==> src/hdl/tql_pkg.sv <==
package tql_pkg;

   // table geometry
   localparam int NUM_STATES  = 64;
   localparam int NUM_ACTIONS = 8;
   localparam int TABLE_SIZE  = NUM_STATES * NUM_ACTIONS;
   localparam int ADDR_W      = $clog2(TABLE_SIZE);
   localparam int STATE_W     = $clog2(NUM_STATES);
   localparam int ACT_W       = $clog2(NUM_ACTIONS);
   localparam int CNT_W       = ADDR_W + 1;

   // field widths
   localparam int STATE_IN_W = 6;
   localparam int ACT_IN_W   = 3;
   localparam int VALUE_W    = 32;
   localparam int TRACE_W    = 17;
   localparam int RATE_W     = 16;

   localparam logic [TRACE_W-1:0] TRACE_ONE = 17'h10000;

   // item functions
   localparam logic FUNC_OBSERVE = 1'b0;
   localparam logic FUNC_EPISODE = 1'b1;

   // register indexes (word address bits)
   localparam logic [1:0] CSR_DISCOUNT    = 2'd0;
   localparam logic [1:0] CSR_TRACE_DECAY = 2'd1;
   localparam logic [1:0] CSR_LEARN_RATE  = 2'd2;
   localparam logic [1:0] CSR_BASELINE    = 2'd3;

   typedef enum logic [2:0] {
      ST_CLEAR,
      ST_IDLE,
      ST_SCAN,
      ST_CALC,
      ST_SWEEP,
      ST_DRAIN,
      ST_WIPE
   } state_type;

   typedef struct packed {
      logic                issue;
      logic [ADDR_W-1:0]   addr;
      logic [ADDR_W-1:0]   prev_addr;
      logic [VALUE_W-1:0]  td;
   } sweep_cmd_type;

   typedef struct packed {
      logic                we;
      logic [ADDR_W-1:0]   addr;
      logic [TRACE_W-1:0]  data;
   } trace_wr_type;

   typedef struct packed {
      logic                we;
      logic [ADDR_W-1:0]   addr;
      logic [VALUE_W-1:0]  data;
   } value_wr_type;

   // reduce a state index modulo the state count, one restoring step per bit
   function automatic logic [STATE_W-1:0] wrap_state(input logic [STATE_IN_W-1:0] x);
      logic [STATE_IN_W-1:0] r;
      r = x;
      for (int k = STATE_IN_W - 1; k >= 0; k--) begin
         if (int'(r) >= (NUM_STATES << k)) begin
            r = r - STATE_IN_W'(NUM_STATES << k);
         end
      end
      return STATE_W'(r);
   endfunction

   // reduce an action index modulo the action count
   function automatic logic [ACT_W-1:0] wrap_action(input logic [ACT_IN_W-1:0] x);
      logic [ACT_IN_W-1:0] r;
      r = x;
      for (int k = ACT_IN_W - 1; k >= 0; k--) begin
         if (int'(r) >= (NUM_ACTIONS << k)) begin
            r = r - ACT_IN_W'(NUM_ACTIONS << k);
         end
      end
      return ACT_W'(r);
   endfunction

   // flat table address of a state and action
   function automatic logic [ADDR_W-1:0] make_addr(input logic [STATE_W-1:0] s,
                                                   input logic [ACT_W-1:0] a);
      return ADDR_W'(s) * ADDR_W'(NUM_ACTIONS) + ADDR_W'(a);
   endfunction

   // saturate a two's complement 36-bit value to 32 bits
   function automatic logic [VALUE_W-1:0] sat32(input logic [35:0] x);
      logic [VALUE_W-1:0] r;
      if (!x[35] && (x[34:31] != 4'h0)) begin
         r = 32'h7FFF_FFFF;
      end else if (x[35] && (x[34:31] != 4'hF)) begin
         r = 32'h8000_0000;
      end else begin
         r = x[31:0];
      end
      return r;
   endfunction

endpackage

==> src/hdl/tql_sweep.sv <==
module tql_sweep (
   input  logic                         clock,
   input  logic                         reset,
   input  tql_pkg::sweep_cmd_type       cmd,
   input  logic [tql_pkg::RATE_W-1:0]   trace_decay,
   input  logic [tql_pkg::RATE_W-1:0]   learning_rate,
   input  logic [tql_pkg::TRACE_W-1:0]  trace_rd_data,
   input  logic [tql_pkg::VALUE_W-1:0]  value_rd_data,
   output tql_pkg::trace_wr_type        trace_wr,
   output tql_pkg::value_wr_type        value_wr,
   output logic                         pipe_busy
);
   import tql_pkg::*;

   logic                v1_ff, v2_ff, v3_ff, v4_ff;
   logic [ADDR_W-1:0]   addr1_ff, addr2_ff, addr3_ff, addr4_ff;
   logic [VALUE_W-1:0]  val2_ff, val3_ff, val4_ff;
   logic [TRACE_W-1:0]  trace2_ff, trace2_in;
   logic [TRACE_W-1:0]  step3_ff, step3_in;
   logic [33:0]         delta4_ff, delta4_in;
   logic [32:0]         t_prod, s_prod;
   logic signed [49:0]  step_x, td_x, d_prod;
   logic [35:0]         sum;

   // stage 1: decay the trace, or set it to one for the previous pair
   always_comb begin
      t_prod = 33'(trace_rd_data) * 33'(trace_decay);
      if (addr1_ff == cmd.prev_addr) begin
         trace2_in = TRACE_ONE;
      end else begin
         trace2_in = t_prod[32:16];
      end
   end

   // stage 2: scale the new trace by the step size
   always_comb begin
      s_prod   = 33'(trace2_ff) * 33'(learning_rate);
      step3_in = s_prod[32:16];
   end

   // stage 3: scale the step by the error, floor on the fraction
   always_comb begin
      step_x    = {33'b0, step3_ff};
      td_x      = {{18{cmd.td[VALUE_W-1]}}, cmd.td};
      d_prod    = step_x * td_x;
      delta4_in = d_prod[49:16];
   end

   // stage 4: add and saturate
   assign sum = {{4{val4_ff[VALUE_W-1]}}, val4_ff} + {{2{delta4_ff[33]}}, delta4_ff};

   // advance the valid bits
   always_ff @(posedge clock) begin
      if (reset) begin
         v1_ff <= 1'b0;
         v2_ff <= 1'b0;
         v3_ff <= 1'b0;
         v4_ff <= 1'b0;
      end else begin
         v1_ff <= cmd.issue;
         v2_ff <= v1_ff;
         v3_ff <= v2_ff;
         v4_ff <= v3_ff;
      end
   end

   // advance the payload
   always_ff @(posedge clock) begin
      addr1_ff  <= cmd.addr;
      addr2_ff  <= addr1_ff;
      addr3_ff  <= addr2_ff;
      addr4_ff  <= addr3_ff;
      val2_ff   <= value_rd_data;
      val3_ff   <= val2_ff;
      val4_ff   <= val3_ff;
      trace2_ff <= trace2_in;
      step3_ff  <= step3_in;
      delta4_ff <= delta4_in;
   end

   assign trace_wr.we   = v2_ff;
   assign trace_wr.addr = addr2_ff;
   assign trace_wr.data = trace2_ff;

   assign value_wr.we   = v4_ff;
   assign value_wr.addr = addr4_ff;
   assign value_wr.data = sat32(sum);

   assign pipe_busy = v1_ff | v2_ff | v3_ff | v4_ff;

endmodule

==> config.mk <==
export PLATFORM = sky130hd
export DESIGN_NAME = tql_sweep
export DESIGN_NICKNAME = d
export VERILOG_FILES = /design/src/hdl/tql_pkg.sv /design/src/hdl/tql_sweep.sv
export SDC_FILE = /design/constraint.sdc
export NUM_CORES = 2
export LEC_CHECK = 0
export BUFFER_PORTS_ARGS = -buffer_cell sky130_fd_sc_hd__buf_2
export CAP_MARGIN = 20
export CORE_UTILIZATION = 55
export DETAILED_ROUTE_END_ITERATION = 7
export GPL_TIMING_DRIVEN = 0
export PLACE_DENSITY = 0.73
export RECOVER_POWER = 50
export SYNTH_ARGS = -nofsm -noshare
export SYNTH_HDL_FRONTEND = slang
export SYNTH_SLANG_ARGS = --single-unit
==> constraint.sdc <==
create_clock -name clock -period 8.8 [get_ports clock]
set_input_delay 1.76 -clock clock [delete_from_list [all_inputs] [get_ports clock]]
set_output_delay 1.76 -clock clock [all_outputs]
set_load 0.1 [all_outputs]
# After elaboration in Yosys (flattened, before gate mapping)

Index checks and enable logic that the tools add are counted.

Add/subtract/negate cells: 1
Multipliers: 3
Equal/unequal tests: 2
Mux-type cells: 2
Bitwise logic cells: 3
Reductions and logical operators: 4

Operators with widths:

| operator                                       | number |
|---|---|
| 17-bit by 16-bit multiplier with 33-bit output | 2 |
| 32-bit two-way mux                             | 2 |
| 18-bit by 32-bit multiplier with 50-bit output | 1 |
| 32-bit by 34-bit adder with 35-bit output      | 1 |
| 9-bit equality test                            | 1 |
| 4-bit != test, second input constant           | 1 |
| 4-bit nonzero test                             | 1 |
| 1-bit OR                                       | 3 |
| 1-bit logical AND                              | 2 |
| 1-bit logical NOT                              | 1 |

Register bits: 204
Bits of input ports: 134
Output and inout bits: 70
Logic and storage cells: 29

# Depth between registers and ports, before layout

Depth after elaboration: 5
Mapped depth: 26
Depth with buffers taken out: 25

# Least setup slack after synthesis

OpenSTA, ideal clock, no wires.

Kind: input-to-reg
Start: input port trace_decay[7] in the netlist's numbering
End: register trace2_ff[9]
Setup time: 0.128 ns
Arrival time: 7.617 ns
Data required time: 8.672 ns
Slack: 1.056 ns
Stages on the path: 24
Buffers on the path: 2
Cells stage by stage: clkbuf_1 clkbuf_1 nand2_1 fa_1 inv_1 fa_1 inv_1 fa_1 inv_1 fa_1 fa_1 inv_1 fa_1 inv_1 ha_1 a21o_1 a2111oi_0 a21oi_1 a22o_1 o221ai_1 o21ai_0 a21oi_1 xor2_1 nor2_1

Word-level cells in the longest chain between the ends: 1

Ends and longest elaborated chain:

| element                                        | RTL line        | source |
|---|---|---|
| start: declaration                             | tql_sweep.sv:5  | `input logic [tql_pkg::RATE_W-1:0] trace_decay,` |
| 17-bit by 16-bit multiplier with 33-bit output | tql_sweep.sv:27 | `t_prod = 33'(trace_rd_data) * 33'(trace_decay);` |
| end signal: assignment                         | tql_sweep.sv:76 | `trace2_ff <= trace2_in;` |
| end: declaration                               | tql_sweep.sv:18 | `logic [TRACE_W-1:0] trace2_ff, trace2_in;` |

No other way between the ends.
A chain may end at the register's enable or synchronous reset.

# Worst setup path after layout

Start: input port trace_decay[7] in the netlist's numbering
End: register trace2_ff[16]

The elaborated chain is that of the path after synthesis.

==> flow_summary.ini <==
[status]
status = finished clean

[clock_tree]
cts_tree = yes
clockBufferDepth = 3
cts_buffers = 24
cts.sinks = 204
postCtsSetupRepairBufs = 0
root_buffer = clkbuf_16
clk_latency_ps = 540
clkTransAtPathRegs_ps = 70
htreeDepth = 1
cts_resized = 0
postCtsHoldBufs = 0

[flow_run]
drv_cap = 0

[placement]
post-dp-hpwl_um = 88500
place_congestion = 0.966
port_buffers = 197
place_inst = 5606
placed_area_um2 = 43600

[timing]
worst_pin_slew_ps = 1170
slew_headroom = 0.223
hold_viol_final = 0
finClkSkew_ps = 21.4
fmax_mhz = 119
period_needed_ps = 8420
finalSetupViolations = 0
drv_slew = 0
period_share = 0.957
rsz0062_at_grt = no
setup_tns_ps = 0

[floorplan]
core_region_area_um2 = 74400
die_w_um = 276
die_y_um = 276
io_pins = 204
initial_core_util = 0.556
rows = 100
die_area_um2 = 76400

[setup_path]
start_kind = input pin
path_max_fanout = 10
worstSetupPathType = in2reg
worst-endpoint-arrival_ps = 8840
crit_path_end_kind = flop
crit_required_ps = 9220

[synthesis]
yosysSeqAreaShare = 0.0986
synth_edf_count = 0
ys_seq_elements = 204
avgSynthCellArea_um2 = 9.33
ys.flop_type = dfxtp_1
async_flop_share = 0
syn_area_um2 = 41400
ys_warn_count = 0
synth_cell_types = 67
netlist_instances = 4439
synth_nets = 5860

[global_routing]
grt_max_degree = 16
grt_usage = 0.291
grt_overflow = 0
grt_pass1_wl_um = 174000
antenna_found_initial = 2
grt_pass1_vias = 32800

[drt]
vias_per_cell = 5.38
drt_pre_antenna_iters = 6
drc = 0
drtAntennaViolNets = 0
drt-wirelength-per-cell_um = 19.0
drtIter0Drc = 1970
wirelength_um = 107000
num_vias = 30400

[final_layout]
fin_cells = 5650
syn_to_final_growth_pct = 7.32
finalNetCount = 6081
fillers = 6446
drive_gt1_frac = 0.0569
regArea_um2 = 4080
final_cell_mix = 1033 x inv_1, 934 x fa_1, 578 x nand2_1, 568 x and2_1, 353 x ha_1
multi_input_area_um2 = 32800
design_area_um2 = 44400
fin_util = 0.597
layout_commonest_cell = inv_1

[worst_hold_path]
hold_class = reg2reg
## final timing paths
path              cells past startpoint       endpoint            from  slack (ps)
setup reg to reg                     21  delta4_ff[25]     step3_ff[4]        1040
hold / removal                        0    val3_ff[25]     val2_ff[25]         320
setup / recovery                     24  trace2_ff[16]  trace_decay[7]         380
hold reg to reg                       0    val3_ff[25]     val2_ff[25]         320
## registers in the layout (all words and copies together) (netlist names), 9 cells and up
signal,count
delta4_ff,34
val2_ff,32
val3_ff,32
val4_ff,32
step3_ff,17
trace2_ff,17
addr1_ff,9
addr2_ff,9
addr3_ff,9
addr4_ff,9
## stage by stage
stage	setup WS (ps)	hold WS (ps)
6_report	378	321
5_1_grt	70.3	329
2_1_floorplan	1060	310
3_3_place_gp	-218	310
4_1_cts	250	322
3_5_place_dp	-289	312
## cells in the mapped netlist (all sizes together), types with 5 or more instances
cell type  instances  area, um2
a211o              5       45.0
o21bai             9       67.6
inv             1033       3880
and3              11       68.8
nand3             23        120
fa               934      18700
o21a              14        105
o211ai             6       45.0
nand2b             8       50.1
a31o               6       61.3
and2             569       3560
o21ai             46        230
nor4               5       31.3
buf                8       82.6
nand2            578       2170
xor2              32        280
nor2b             15       93.8
or2                6       37.5
a31oi              7       43.8
a211oi            11       82.6
nor3              21        105
a21oi             95        475
dfxtp            204       4080
clkbuf           164        616
or3                5       36.3
nand4             12       75.1
a21o              67        503
ha               353       4420
nor2              71        267
xnor2             69        604
## layer usage
metal,global-route usage,vias up,wire length (um)
li1,-,13500,-
met5,0.00313,-,0
met4,0.123,0,5160
met1,0.374,15200,42300
met3,0.0542,331,8890
met2,0.483,1312,50800
## cell families (layout without fill, tap and decap cells)
family,after synthesis,in the layout,share of synthesized area
adders and majority gates,1287,1287,0.558
DFF,204,204,0.0986
AOI/OAI and AO/OA,305,305,0.0488
xor gates and xnor gates,101,101,0.0214
other,0,3,0
and+or+nand+nor,1337,1337,0.162
buffers and inverters,1205,1444,0.111
## cell type report
| type | instances | share of cell area |
|---|---|---|
| multi-input cells | 3030 | 0.737 |
| flip-flops and latches | 204 | 0.0919 |
| inverters | 1033 | 0.0873 |
| well taps | 969 | 0.0273 |
| repair buffers | 198 | 0.0222 |
| plain buffers | 169 | 0.0155 |
| clock buffers | 26 | 0.0141 |
| clock inverters | 18 | 0.00422 |
| diodes | 3 | 0.000169 |
## critical path, cell delays in order
cell and delay, ps:
clkbuf_1 340, clkbuf_1 520, nand2_1 160, fa_1 560
inv_1 60, fa_1 540, inv_1 70, fa_1 550
inv_1 50, fa_1 450, fa_1 490, inv_1 50
fa_1 470, inv_1 40, ha_1 280, a21o_1 210
a2111oi_0 580, a211oi_1 320, o2111ai_1 380, a31oi_1 210
a211o_1 340, a21oi_1 200, xnor2_1 140, nand2b_1 80
Power is not shown: default switching activity piles up to over one toggle a cycle in this logic, so the estimate is an artifact.
