**src/hdl/tql_pkg.sv**
```systemverilog
package tql_pkg;

   // table geometry
   localparam int NUM_STATES  = 64;
   localparam int NUM_ACTIONS = 8;
   localparam int TABLE_SIZE  = NUM_STATES * NUM_ACTIONS;
   localparam int ADDR_W      = $clog2(TABLE_SIZE);
   localparam int STATE_W     = $clog2(NUM_STATES);
   localparam int ACT_W       = $clog2(NUM_ACTIONS);
   localparam int CNT_W       = ADDR_W + 1;

   // field widths
   localparam int STATE_IN_W = 6;
   localparam int ACT_IN_W   = 3;
   localparam int VALUE_W    = 32;
   localparam int TRACE_W    = 17;
   localparam int RATE_W     = 16;

   localparam logic [TRACE_W-1:0] TRACE_ONE = 17'h10000;

   // item functions
   localparam logic FUNC_OBSERVE = 1'b0;
   localparam logic FUNC_EPISODE = 1'b1;

   // register indexes (word address bits)
   localparam logic [1:0] CSR_DISCOUNT    = 2'd0;
   localparam logic [1:0] CSR_TRACE_DECAY = 2'd1;
   localparam logic [1:0] CSR_LEARN_RATE  = 2'd2;
   localparam logic [1:0] CSR_BASELINE    = 2'd3;

   typedef enum logic [2:0] {
      ST_CLEAR,
      ST_IDLE,
      ST_SCAN,
      ST_CALC,
      ST_SWEEP,
      ST_DRAIN,
      ST_WIPE
   } state_type;

   typedef struct packed {
      logic                issue;
      logic [ADDR_W-1:0]   addr;
      logic [ADDR_W-1:0]   prev_addr;
      logic [VALUE_W-1:0]  td;
   } sweep_cmd_type;

   typedef struct packed {
      logic                we;
      logic [ADDR_W-1:0]   addr;
      logic [TRACE_W-1:0]  data;
   } trace_wr_type;

   typedef struct packed {
      logic                we;
      logic [ADDR_W-1:0]   addr;
      logic [VALUE_W-1:0]  data;
   } value_wr_type;

   // reduce a state index modulo the state count, one restoring step per bit
   function automatic logic [STATE_W-1:0] wrap_state(input logic [STATE_IN_W-1:0] x);
      logic [STATE_IN_W-1:0] r;
      r = x;
      for (int k = STATE_IN_W - 1; k >= 0; k--) begin
         if (int'(r) >= (NUM_STATES << k)) begin
            r = r - STATE_IN_W'(NUM_STATES << k);
         end
      end
      return STATE_W'(r);
   endfunction

   // reduce an action index modulo the action count
   function automatic logic [ACT_W-1:0] wrap_action(input logic [ACT_IN_W-1:0] x);
      logic [ACT_IN_W-1:0] r;
      r = x;
      for (int k = ACT_IN_W - 1; k >= 0; k--) begin
         if (int'(r) >= (NUM_ACTIONS << k)) begin
            r = r - ACT_IN_W'(NUM_ACTIONS << k);
         end
      end
      return ACT_W'(r);
   endfunction

   // flat table address of a state and action
   function automatic logic [ADDR_W-1:0] make_addr(input logic [STATE_W-1:0] s,
                                                   input logic [ACT_W-1:0] a);
      return ADDR_W'(s) * ADDR_W'(NUM_ACTIONS) + ADDR_W'(a);
   endfunction

   // saturate a two's complement 36-bit value to 32 bits
   function automatic logic [VALUE_W-1:0] sat32(input logic [35:0] x);
      logic [VALUE_W-1:0] r;
      if (!x[35] && (x[34:31] != 4'h0)) begin
         r = 32'h7FFF_FFFF;
      end else if (x[35] && (x[34:31] != 4'hF)) begin
         r = 32'h8000_0000;
      end else begin
         r = x[31:0];
      end
      return r;
   endfunction

endpackage

```
**src/hdl/tql_ctrl.sv**
```systemverilog
module tql_ctrl (
   input  logic                            clock,
   input  logic                            reset,
   input  logic                            start,
   output logic                            busy,
   input  logic                            func,
   input  logic [tql_pkg::VALUE_W-1:0]     reward,
   input  logic [tql_pkg::STATE_IN_W-1:0]  dest_state,
   input  logic [tql_pkg::ACT_IN_W-1:0]    dest_action,
   input  logic [tql_pkg::RATE_W-1:0]      discount,
   input  logic [tql_pkg::VALUE_W-1:0]     reward_baseline,
   input  logic [tql_pkg::VALUE_W-1:0]     value_rd_data,
   input  logic                            pipe_busy,
   output logic [tql_pkg::ADDR_W-1:0]      rd_addr,
   output tql_pkg::sweep_cmd_type          sweep_cmd,
   output tql_pkg::value_wr_type           clr_value_wr,
   output tql_pkg::trace_wr_type           clr_trace_wr,
   output logic                            rsp_valid,
   output logic [tql_pkg::VALUE_W-1:0]     rsp_td
);
   import tql_pkg::*;

   localparam logic [CNT_W-1:0] CNT_LAST  = CNT_W'(TABLE_SIZE - 1);
   localparam logic [CNT_W-1:0] CNT_ACTS  = CNT_W'(NUM_ACTIONS);
   localparam logic [CNT_W-1:0] CALC_PROD = CNT_W'(1);
   localparam logic [CNT_W-1:0] CALC_LAST = CNT_W'(2);

   state_type           state_ff, state_in;
   logic [CNT_W-1:0]    cnt_ff, cnt_in;
   logic                prev_valid_ff, prev_valid_in;
   logic [STATE_W-1:0]  prev_state_ff, prev_state_in;
   logic [ACT_W-1:0]    prev_action_ff, prev_action_in;
   logic [STATE_W-1:0]  ns_ff, ns_in;
   logic [ACT_W-1:0]    na_ff, na_in;
   logic [ADDR_W-1:0]   base_ff, base_in;
   logic [VALUE_W-1:0]  reward_ff, reward_in;
   logic [VALUE_W-1:0]  best_ff, best_in;
   logic [VALUE_W-1:0]  qprev_ff, qprev_in;
   logic [48:0]         prod_ff, prod_in;
   logic [VALUE_W-1:0]  td_ff, td_in;
   logic                rd_live_ff;
   logic [CNT_W-1:0]    rd_idx_ff;
   logic                rsp_valid_ff, rsp_valid_in;
   logic [VALUE_W-1:0]  rsp_td_ff, rsp_td_in;
   logic                accept;
   logic [ADDR_W-1:0]   prev_addr;
   logic signed [48:0]  best_x, disc_x;
   logic [35:0]         diff;

   assign busy      = (state_ff != ST_IDLE);
   assign accept    = start && !busy;
   assign prev_addr = make_addr(prev_state_ff, prev_action_ff);

   // greedy value times discount, and the error against the previous entry
   always_comb begin
      best_x = {{17{best_ff[VALUE_W-1]}}, best_ff};
      disc_x = {33'b0, discount};
      diff   = {{4{reward_ff[VALUE_W-1]}}, reward_ff}
             - {{4{reward_baseline[VALUE_W-1]}}, reward_baseline}
             + {{3{prod_ff[48]}}, prod_ff[48:16]}
             - {{4{qprev_ff[VALUE_W-1]}}, qprev_ff};
   end

   // next state
   always_comb begin
      state_in = state_ff;
      case (state_ff)
         ST_CLEAR: begin
            if (cnt_ff == CNT_LAST) state_in = ST_IDLE;
         end
         ST_IDLE: begin
            if (accept) begin
               if (func == FUNC_EPISODE) begin
                  state_in = ST_WIPE;
               end else if (prev_valid_ff) begin
                  state_in = ST_SCAN;
               end
            end
         end
         ST_SCAN: begin
            if (cnt_ff == CNT_ACTS) state_in = ST_CALC;
         end
         ST_CALC: begin
            if (cnt_ff == CALC_LAST) state_in = ST_SWEEP;
         end
         ST_SWEEP: begin
            if (cnt_ff == CNT_LAST) state_in = ST_DRAIN;
         end
         ST_DRAIN: begin
            if (!pipe_busy) state_in = ST_IDLE;
         end
         ST_WIPE: begin
            if (cnt_ff == CNT_LAST) state_in = ST_IDLE;
         end
         default: state_in = ST_IDLE;
      endcase
   end

   // outputs and datapath updates
   always_comb begin
      cnt_in         = cnt_ff + CNT_W'(1);
      prev_valid_in  = prev_valid_ff;
      prev_state_in  = prev_state_ff;
      prev_action_in = prev_action_ff;
      ns_in          = ns_ff;
      na_in          = na_ff;
      base_in        = base_ff;
      reward_in      = reward_ff;
      best_in        = best_ff;
      qprev_in       = qprev_ff;
      prod_in        = prod_ff;
      td_in          = td_ff;
      rsp_valid_in   = 1'b0;
      rsp_td_in      = rsp_td_ff;
      rd_addr        = cnt_ff[ADDR_W-1:0];
      sweep_cmd.issue     = 1'b0;
      sweep_cmd.addr      = cnt_ff[ADDR_W-1:0];
      sweep_cmd.prev_addr = prev_addr;
      sweep_cmd.td        = td_ff;
      clr_value_wr.we   = 1'b0;
      clr_value_wr.addr = cnt_ff[ADDR_W-1:0];
      clr_value_wr.data = '0;
      clr_trace_wr.we   = 1'b0;
      clr_trace_wr.addr = cnt_ff[ADDR_W-1:0];
      clr_trace_wr.data = '0;

      // collect the scanned row and the previous entry
      if (rd_live_ff) begin
         if (rd_idx_ff == '0) begin
            best_in = value_rd_data;
         end else if (rd_idx_ff < CNT_ACTS) begin
            if ($signed(value_rd_data) > $signed(best_ff)) best_in = value_rd_data;
         end else begin
            qprev_in = value_rd_data;
         end
      end

      case (state_ff)
         ST_CLEAR: begin
            clr_value_wr.we = 1'b1;
            clr_trace_wr.we = 1'b1;
         end
         ST_IDLE: begin
            cnt_in = '0;
            if (accept) begin
               ns_in     = wrap_state(dest_state);
               na_in     = wrap_action(dest_action);
               base_in   = make_addr(wrap_state(dest_state), '0);
               reward_in = reward;
               if (func == FUNC_EPISODE) begin
                  prev_valid_in = 1'b0;
                  rsp_valid_in  = 1'b1;
                  rsp_td_in     = '0;
               end else if (!prev_valid_ff) begin
                  prev_valid_in  = 1'b1;
                  prev_state_in  = wrap_state(dest_state);
                  prev_action_in = wrap_action(dest_action);
                  rsp_valid_in   = 1'b1;
                  rsp_td_in      = '0;
               end
            end
         end
         ST_SCAN: begin
            if (cnt_ff < CNT_ACTS) begin
               rd_addr = base_ff + cnt_ff[ADDR_W-1:0];
            end else begin
               rd_addr = prev_addr;
               cnt_in  = '0;
            end
         end
         ST_CALC: begin
            if (cnt_ff == CALC_PROD) prod_in = best_x * disc_x;
            if (cnt_ff == CALC_LAST) begin
               td_in  = sat32(diff);
               cnt_in = '0;
            end
         end
         ST_SWEEP: begin
            sweep_cmd.issue = 1'b1;
         end
         ST_DRAIN: begin
            if (!pipe_busy) begin
               prev_valid_in  = 1'b1;
               prev_state_in  = ns_ff;
               prev_action_in = na_ff;
               rsp_valid_in   = 1'b1;
               rsp_td_in      = td_ff;
            end
         end
         ST_WIPE: begin
            clr_trace_wr.we = 1'b1;
         end
         default: begin
            cnt_in = '0;
         end
      endcase
   end

   // control registers
   always_ff @(posedge clock) begin
      if (reset) begin
         state_ff      <= ST_CLEAR;
         cnt_ff        <= '0;
         prev_valid_ff <= 1'b0;
         rd_live_ff    <= 1'b0;
         rsp_valid_ff  <= 1'b0;
      end else begin
         state_ff      <= state_in;
         cnt_ff        <= cnt_in;
         prev_valid_ff <= prev_valid_in;
         rd_live_ff    <= (state_ff == ST_SCAN);
         rsp_valid_ff  <= rsp_valid_in;
      end
   end

   // payload registers
   always_ff @(posedge clock) begin
      prev_state_ff  <= prev_state_in;
      prev_action_ff <= prev_action_in;
      ns_ff          <= ns_in;
      na_ff          <= na_in;
      base_ff        <= base_in;
      reward_ff      <= reward_in;
      best_ff        <= best_in;
      qprev_ff       <= qprev_in;
      prod_ff        <= prod_in;
      td_ff          <= td_in;
      rd_idx_ff      <= cnt_ff;
      rsp_td_ff      <= rsp_td_in;
   end

   assign rsp_valid = rsp_valid_ff;
   assign rsp_td    = rsp_td_ff;

endmodule

```
**config.mk**
```make
export PLATFORM = sky130hd
export DESIGN_NAME = tql_ctrl
export DESIGN_NICKNAME = d
export VERILOG_FILES = /design/src/hdl/tql_pkg.sv /design/src/hdl/tql_ctrl.sv
export SDC_FILE = /design/constraint.sdc
export NUM_CORES = 2
export LEC_CHECK = 0
export ABC_CLOCK_PERIOD_IN_PS = 7900
export BUFFER_PORTS_ARGS = -buffer_cell sky130_fd_sc_hd__buf_2
export CAP_MARGIN = 20
export CORE_UTILIZATION = 60
export DETAILED_ROUTE_END_ITERATION = 10
export GPL_ROUTABILITY_DRIVEN = 0
export PLACE_DENSITY = 0.88
export REMOVE_ABC_BUFFERS = 1
export SKIP_LAST_GASP = 1
export SYNTH_ARGS = -nofsm -noshare
export SYNTH_HDL_FRONTEND = slang
export SYNTH_SLANG_ARGS = --single-unit
```
**constraint.sdc**
```tcl
create_clock -name clock -period 7.9 [get_ports clock]
set_input_delay 0.395 -clock clock [delete_from_list [all_inputs] [get_ports clock]]
set_output_delay 0.395 -clock clock [all_outputs]
set_load 0.005 [all_outputs]
```
== Word-level counts from Yosys, hierarchy flattened ==
Cells that the tools add are included.
Word-level totals
  register bits after elaboration: 253
  bits of input ports: 126
  output and inout port bits: 163
  word-level logic and storage cells: 117
Cells by class
  add/subtract/negate cells: 6
  $mul: 1
  order comparisons: 3
  eq/ne operators: 22
  multiplexer cells: 45
  bitwise operators: 2
  reduce and logical (&&, ||, !) cells: 22
Operators by type and width (number)
  32-bit two-way mux: 8
  32-bit one-hot mux with 2 select lines: 1
  32-bit by 17-bit multiplier with 49-bit output: 1
  3-bit two-way mux: 12
  34-bit by 32-bit subtractor with 35-bit output: 1
  33-bit by 33-bit adder with 34-bit output: 1
  32-bit by 32-bit subtractor with 33-bit output: 1
  32-bit > comparator: 1
  10-bit one-hot mux with 3 select lines: 1
  6-bit two-way mux: 4
  10-bit by 4-bit less-than comparator with 1-bit output, second input constant: 2
  10-bit two-way mux: 2
  9-bit two-way mux: 2
  3-bit one-hot mux with 6 select lines: 1
  2-bit inequality test, second input constant: 7
  6-bit one-hot mux with 2 select lines: 1
  10-bit by 1-bit adder with 10-bit output, second input constant: 1
  10-bit by 1-bit equality test with 1-bit output, second input constant: 1
  10-bit by 2-bit equality test with 1-bit output, second input constant: 1
  10-bit by 4-bit equality test with 1-bit output, second input constant: 1
  10-bit by 9-bit equality test with 1-bit output, second input constant: 1
  10-bit logical NOT: 1
  1-bit two-way mux: 10
  9-bit by 3-bit adder with 9-bit output: 1
  23 further kinds: 38

== Depth between registers and ports, before layout ==
  depth in word-level cells: 6
  mapped depth: 25
  gate-level depth less buffers: 24

== Least setup slack after synthesis ==
OpenSTA, ideal clock, no wires.
  path type: input to register
  from: input discount[2] (netlist bit)
  to: register prod_ff[48], data pin
  library setup time: 0.260 ns
  arrival time: 6.126 ns
  required time: 7.640 ns
  path slack: 1.514 ns
  stages: 23
  buffers on the path: 1
  cells stage by stage: clkbuf_1 and2_1 fa_1 inv_1 fa_1 fa_1 fa_1 inv_1 fa_1 inv_1 fa_1 inv_1 ha_1 nand4_1 a211oi_1 o21ai_0 o21ai_1 a31oi_1 or4_1 o211ai_1 o221ai_1 o21ba_2 xnor2_1
On the way
  longest elaborated chain between the ends: 1
Ends and longest elaborated chain
  start, declared: RTL line tql_ctrl.sv:10  | input logic [tql_pkg::RATE_W-1:0] discount,
  32-bit by 17-bit multiplier with 49-bit output: RTL line tql_ctrl.sv:172  | if (cnt_ff == CALC_PROD) prod_in = best_x * disc_x;
  end signal, assigned: RTL line tql_ctrl.sv:226  | prod_ff <= prod_in;
  end, declared: RTL line tql_ctrl.sv:39  | logic [48:0] prod_ff, prod_in;
Every way passes these cells.
A chain may end at the register's enable or synchronous reset.

== Worst setup path in the final report ==
  from: register best_ff[9]
  to: register prod_ff[48], data pin
On the way
  longest elaborated chain between the ends: 1
Ends and longest elaborated chain
  start, declared: RTL line tql_ctrl.sv:37  | logic [VALUE_W-1:0] best_ff, best_in;
  start signal, assigned: RTL line tql_ctrl.sv:224  | best_ff <= best_in;
  32-bit by 17-bit multiplier with 49-bit output: RTL line tql_ctrl.sv:172
Every way passes these cells.

==> metrics <==
Synth Area per Inst=between 10 and 15 um2; PD cells=between 200 and 300 mW/mm2; # IOs=around 290; WHS Endpoint=reward_ff[28]$_DFFE_PP_; FF-to-FF End=prod_ff[48]$_DFFE_PP_; hold depth=1; DRT iter0 DRCs=between 1,500 and 2,000; Hold Startpoint=reward[28]; Worst setup SP type=flip-flop; library cells used by synthesis=64; Hold WS=0.0174 ns; asr flop ratio synth=0%; row count=about 80; Sum Neg Setup Slack=0 ns; clock latency at the later pin of the worst-skew pair=0.57 ns; fmax=between 100 and 150 MHz; post-route cell area=between 0.03 and 0.04 mm2; total via count after detailed routing=21,500; clock buffer depth=3; largest stage delay on the critical path=0.62 ns; actual transition at the worst max-transition pin=between 1 and 1.5 ns; Post-CTS Setup Bufs=0; largest net degree at the start of global routing=between 40 and 50; share of layout cells above drive strength 1=between 10 and 15%; initial antenna violation count=1; Max Fanout on Critical Path=12; final hold violations=0; post-DR wirelength/cell=19.9 um; slowest CP cell=o21ai_1; cells along the critical path=buf_4, and2_1, fa_1, inv_1, fa_1, fa_1, inv_1, fa_1, fa_1, fa_1, ha_1, nand4_1, a211oi_1, o21ai_0, o21ai_1, a31oi_1, or4_1, o211ai_1, o221ai_1, o21ba_2, xnor2_1; sequential share of the synthesized area=22.7%; final setup fails=0; Synth Instances=about 3,000; max cap viols=0; r2r startpoint=best_ff[9]$_DFFE_PP_; Leak Pwr=around 16 nW; Synth Register Bits=237; Clock Pin Slew Worst Setup and Hold Paths=~0.080 ns; commonest non-fill, non-tap cell in the layout=inv_1; Clk Tree Root Cell=clkbuf_16; Slew Limit Fails=0; Initial Util=around three fifths; r2r setup slk=0.24 ns; clk sinks=about 240; GRT Total Usage=between 30% and 40%; Crit Path Class=reg2reg; Synth area leaders=fa_1 (37%), edfxtp_1 (21%), inv_1 (8.3%); HPWL after DPL=~61 mm; Max IR drop VDD=0.314 mV; Cell Area, Placed=0.0317 mm2; vias in the first global route=~22,000; CTS tree=built; first-pass GRT wire length=between 100 and 150 mm; Layout Utilization=66.1%; Vias per Instance=about 5.6; IO buf count=between 200 and 250; cts bufs inserted=25; area share of the largest cell type after synthesis=between 30 and 40%; Worst Skew=between 0.03 and 0.04 ns; EDFF count, synth=between 200 and 250; DRT Pass-1 Iters=6; Ys Warns=0; fin crit period=7.66 ns; Crit path required time=8.18 ns; WP data arrival=~7.9 ns; period utilisation layout=a little over nine tenths; RSZ-0062 raised after global routing=false; commonest non-fill, non-tap cells in the layout=inv_1 (670), fa_1 (553), nand2_1 (337); area leader, netlist=fa_1; cell repeated most along the worst path=fa_1; routed wire length=around 76 mm; Die H=226 um; # DRC=0; NumNets Final=4,004; worst hold-check path type=in2reg; H-tree levels=1; core footprint=0.0493 mm2; run status=finished clean; Die Wd=226 um; crit end category=flip-flop; Synth-to-Final Area Change=7.96%; Die ar.=between 0.05 and 0.06 mm2; Worst R2R Path Depth=21; fillers=about 3,500; max_slew headroom=32.4%; GRT Residual Overflow=0; prevailing post-synth register cell=edfxtp_1; ANT nets after route=0; synthesized area=slightly above 0.03 mm2
[cell families (layout without fill, tap and decap cells)]
kind of cell | Yosys count | count (layout) | share of synthesized area [%]
adders and majority gates | 744 | 744 | 44.6
AOI/OAI and AO/OA | 287 | 287 | 6.06
xor gates and xnor gates | 80 | 80 | 2.32
DFF | 237 | 237 | 22.7
other | 1 | 52 | 0.0124
buffers and inverters | 851 | 992 | 11.6
muxes | 12 | 12 | 0.448
and+or+nand+nor | 750 | 750 | 12.2
[synthesized netlist by cell type, types with 13 or more instances]
cell	n
inv_1	670
fa_1	553
nand2_1	337
and2_1	229
edfxtp_1	211
ha_1	191
clkbuf_1	99
a21oi_1	79
buf_4	76
o21ai_0	75
nor2_1	62
xnor2_1	47
and3_1	45
a21o_1	34
xor2_1	33
dfxtp_1	26
nand3_1	17
nand4_1	14
a211oi_1	13
[stage by stage]
| step | total power, W | worst slack, ns | instances |
|---|---|---|---|
| 3_3_place_gp | 0.00775 | 0.517 | 3768 |
| 5_1_grt | 0.0103 | 0.0684 | 3816 |
| 2_1_floorplan | 0.00636 | 1.49 | 2829 |
| 6_report | 0.00953 | 0.238 | 3818 |
| 4_1_cts | 0.00941 | 0.327 | 3813 |
| 3_5_place_dp | 0.00815 | 0.302 | 3768 |
[flip-flops by register name, summed over array words and instances (netlist names)]
| name | count |
|---|---|
| cnt_ff | 10 |
| reward_ff | 32 |
| ns_ff | 6 |
| prev_action_ff | 3 |
| prev_state_ff | 6 |
| na_ff | 3 |
| rsp_valid | 1 |
| rd_live_ff | 1 |
| qprev_ff | 32 |
| rsp_td | 32 |
| prod_ff | 33 |
| best_ff | 32 |
| td_ff | 32 |
| state_ff | 3 |
| prev_valid_ff | 1 |
| rd_idx_ff | 10 |
[power breakdown]
part | switching, W | internal [W]
Clock | 0.000530 | 0.000642
Sequential | 0.00000507 | 0.00172
Combinational | 0.00396 | 0.00268
Total | 0.00449 | 0.00504
[metal layers]
metal  track usage (%)  part of all wire [%]  up-vias
met1              39.3                    38    10600
met3              7.10                    11      247
met4              12.2                   4.4        0
met2              49.8                    47     1303
li1                  -                     -     9310
met5                 0                     0        -
[cell type report]
type,count,area [um2],area share (%)
antenna,3,7.51,0.0231
clock buffer,31,668,2.05
clock inverter,13,124,0.380
inverter,670,2510,7.72
multi-input combinational,1922,20000,61.6
sequential,237,6860,21.1
tap,664,831,2.55
timing repair buffer,278,1520,4.66
[worst max-delay path by stage]
stage / startpoint / end / slack (ns) / depth (start not counted)
after floorplan: best_ff[10]$_DFFE_PP_ / prod_ff[48]$_DFFE_PP_ / 1.49 / 22
after global placement: discount[2] / prod_ff[48]$_DFFE_PP_ / 0.52 / 23
after detailed placement: discount[2] / prod_ff[48]$_DFFE_PP_ / 0.30 / 23
after CTS: best_ff[6]$_DFFE_PP_ / prod_ff[48]$_DFFE_PP_ / 0.33 / 21
after global routing: best_ff[9]$_DFFE_PP_ / prod_ff[48]$_DFFE_PP_ / 0.07 / 22
final: best_ff[9]$_DFFE_PP_ / prod_ff[48]$_DFFE_PP_ / 0.24 / 21
[critical path, delay by kind of cell, from the launching register on]
family	cells	cell delay, ns
AOI/OAI and AO/OA	7	2.16
DFF	1	0.59
adders and majority gates	7	3.27
and+or+nand+nor	3	0.84
xor gates and xnor gates	1	0.14
buffers and inverters	3	0.37
[timing repair]
item,4_1_cts,5_1_grt
hold endpoints to repair,1,0
hold buffers,1,0
resized for setup,0,0
Note: power is estimated with default switching activity, not from simulation.
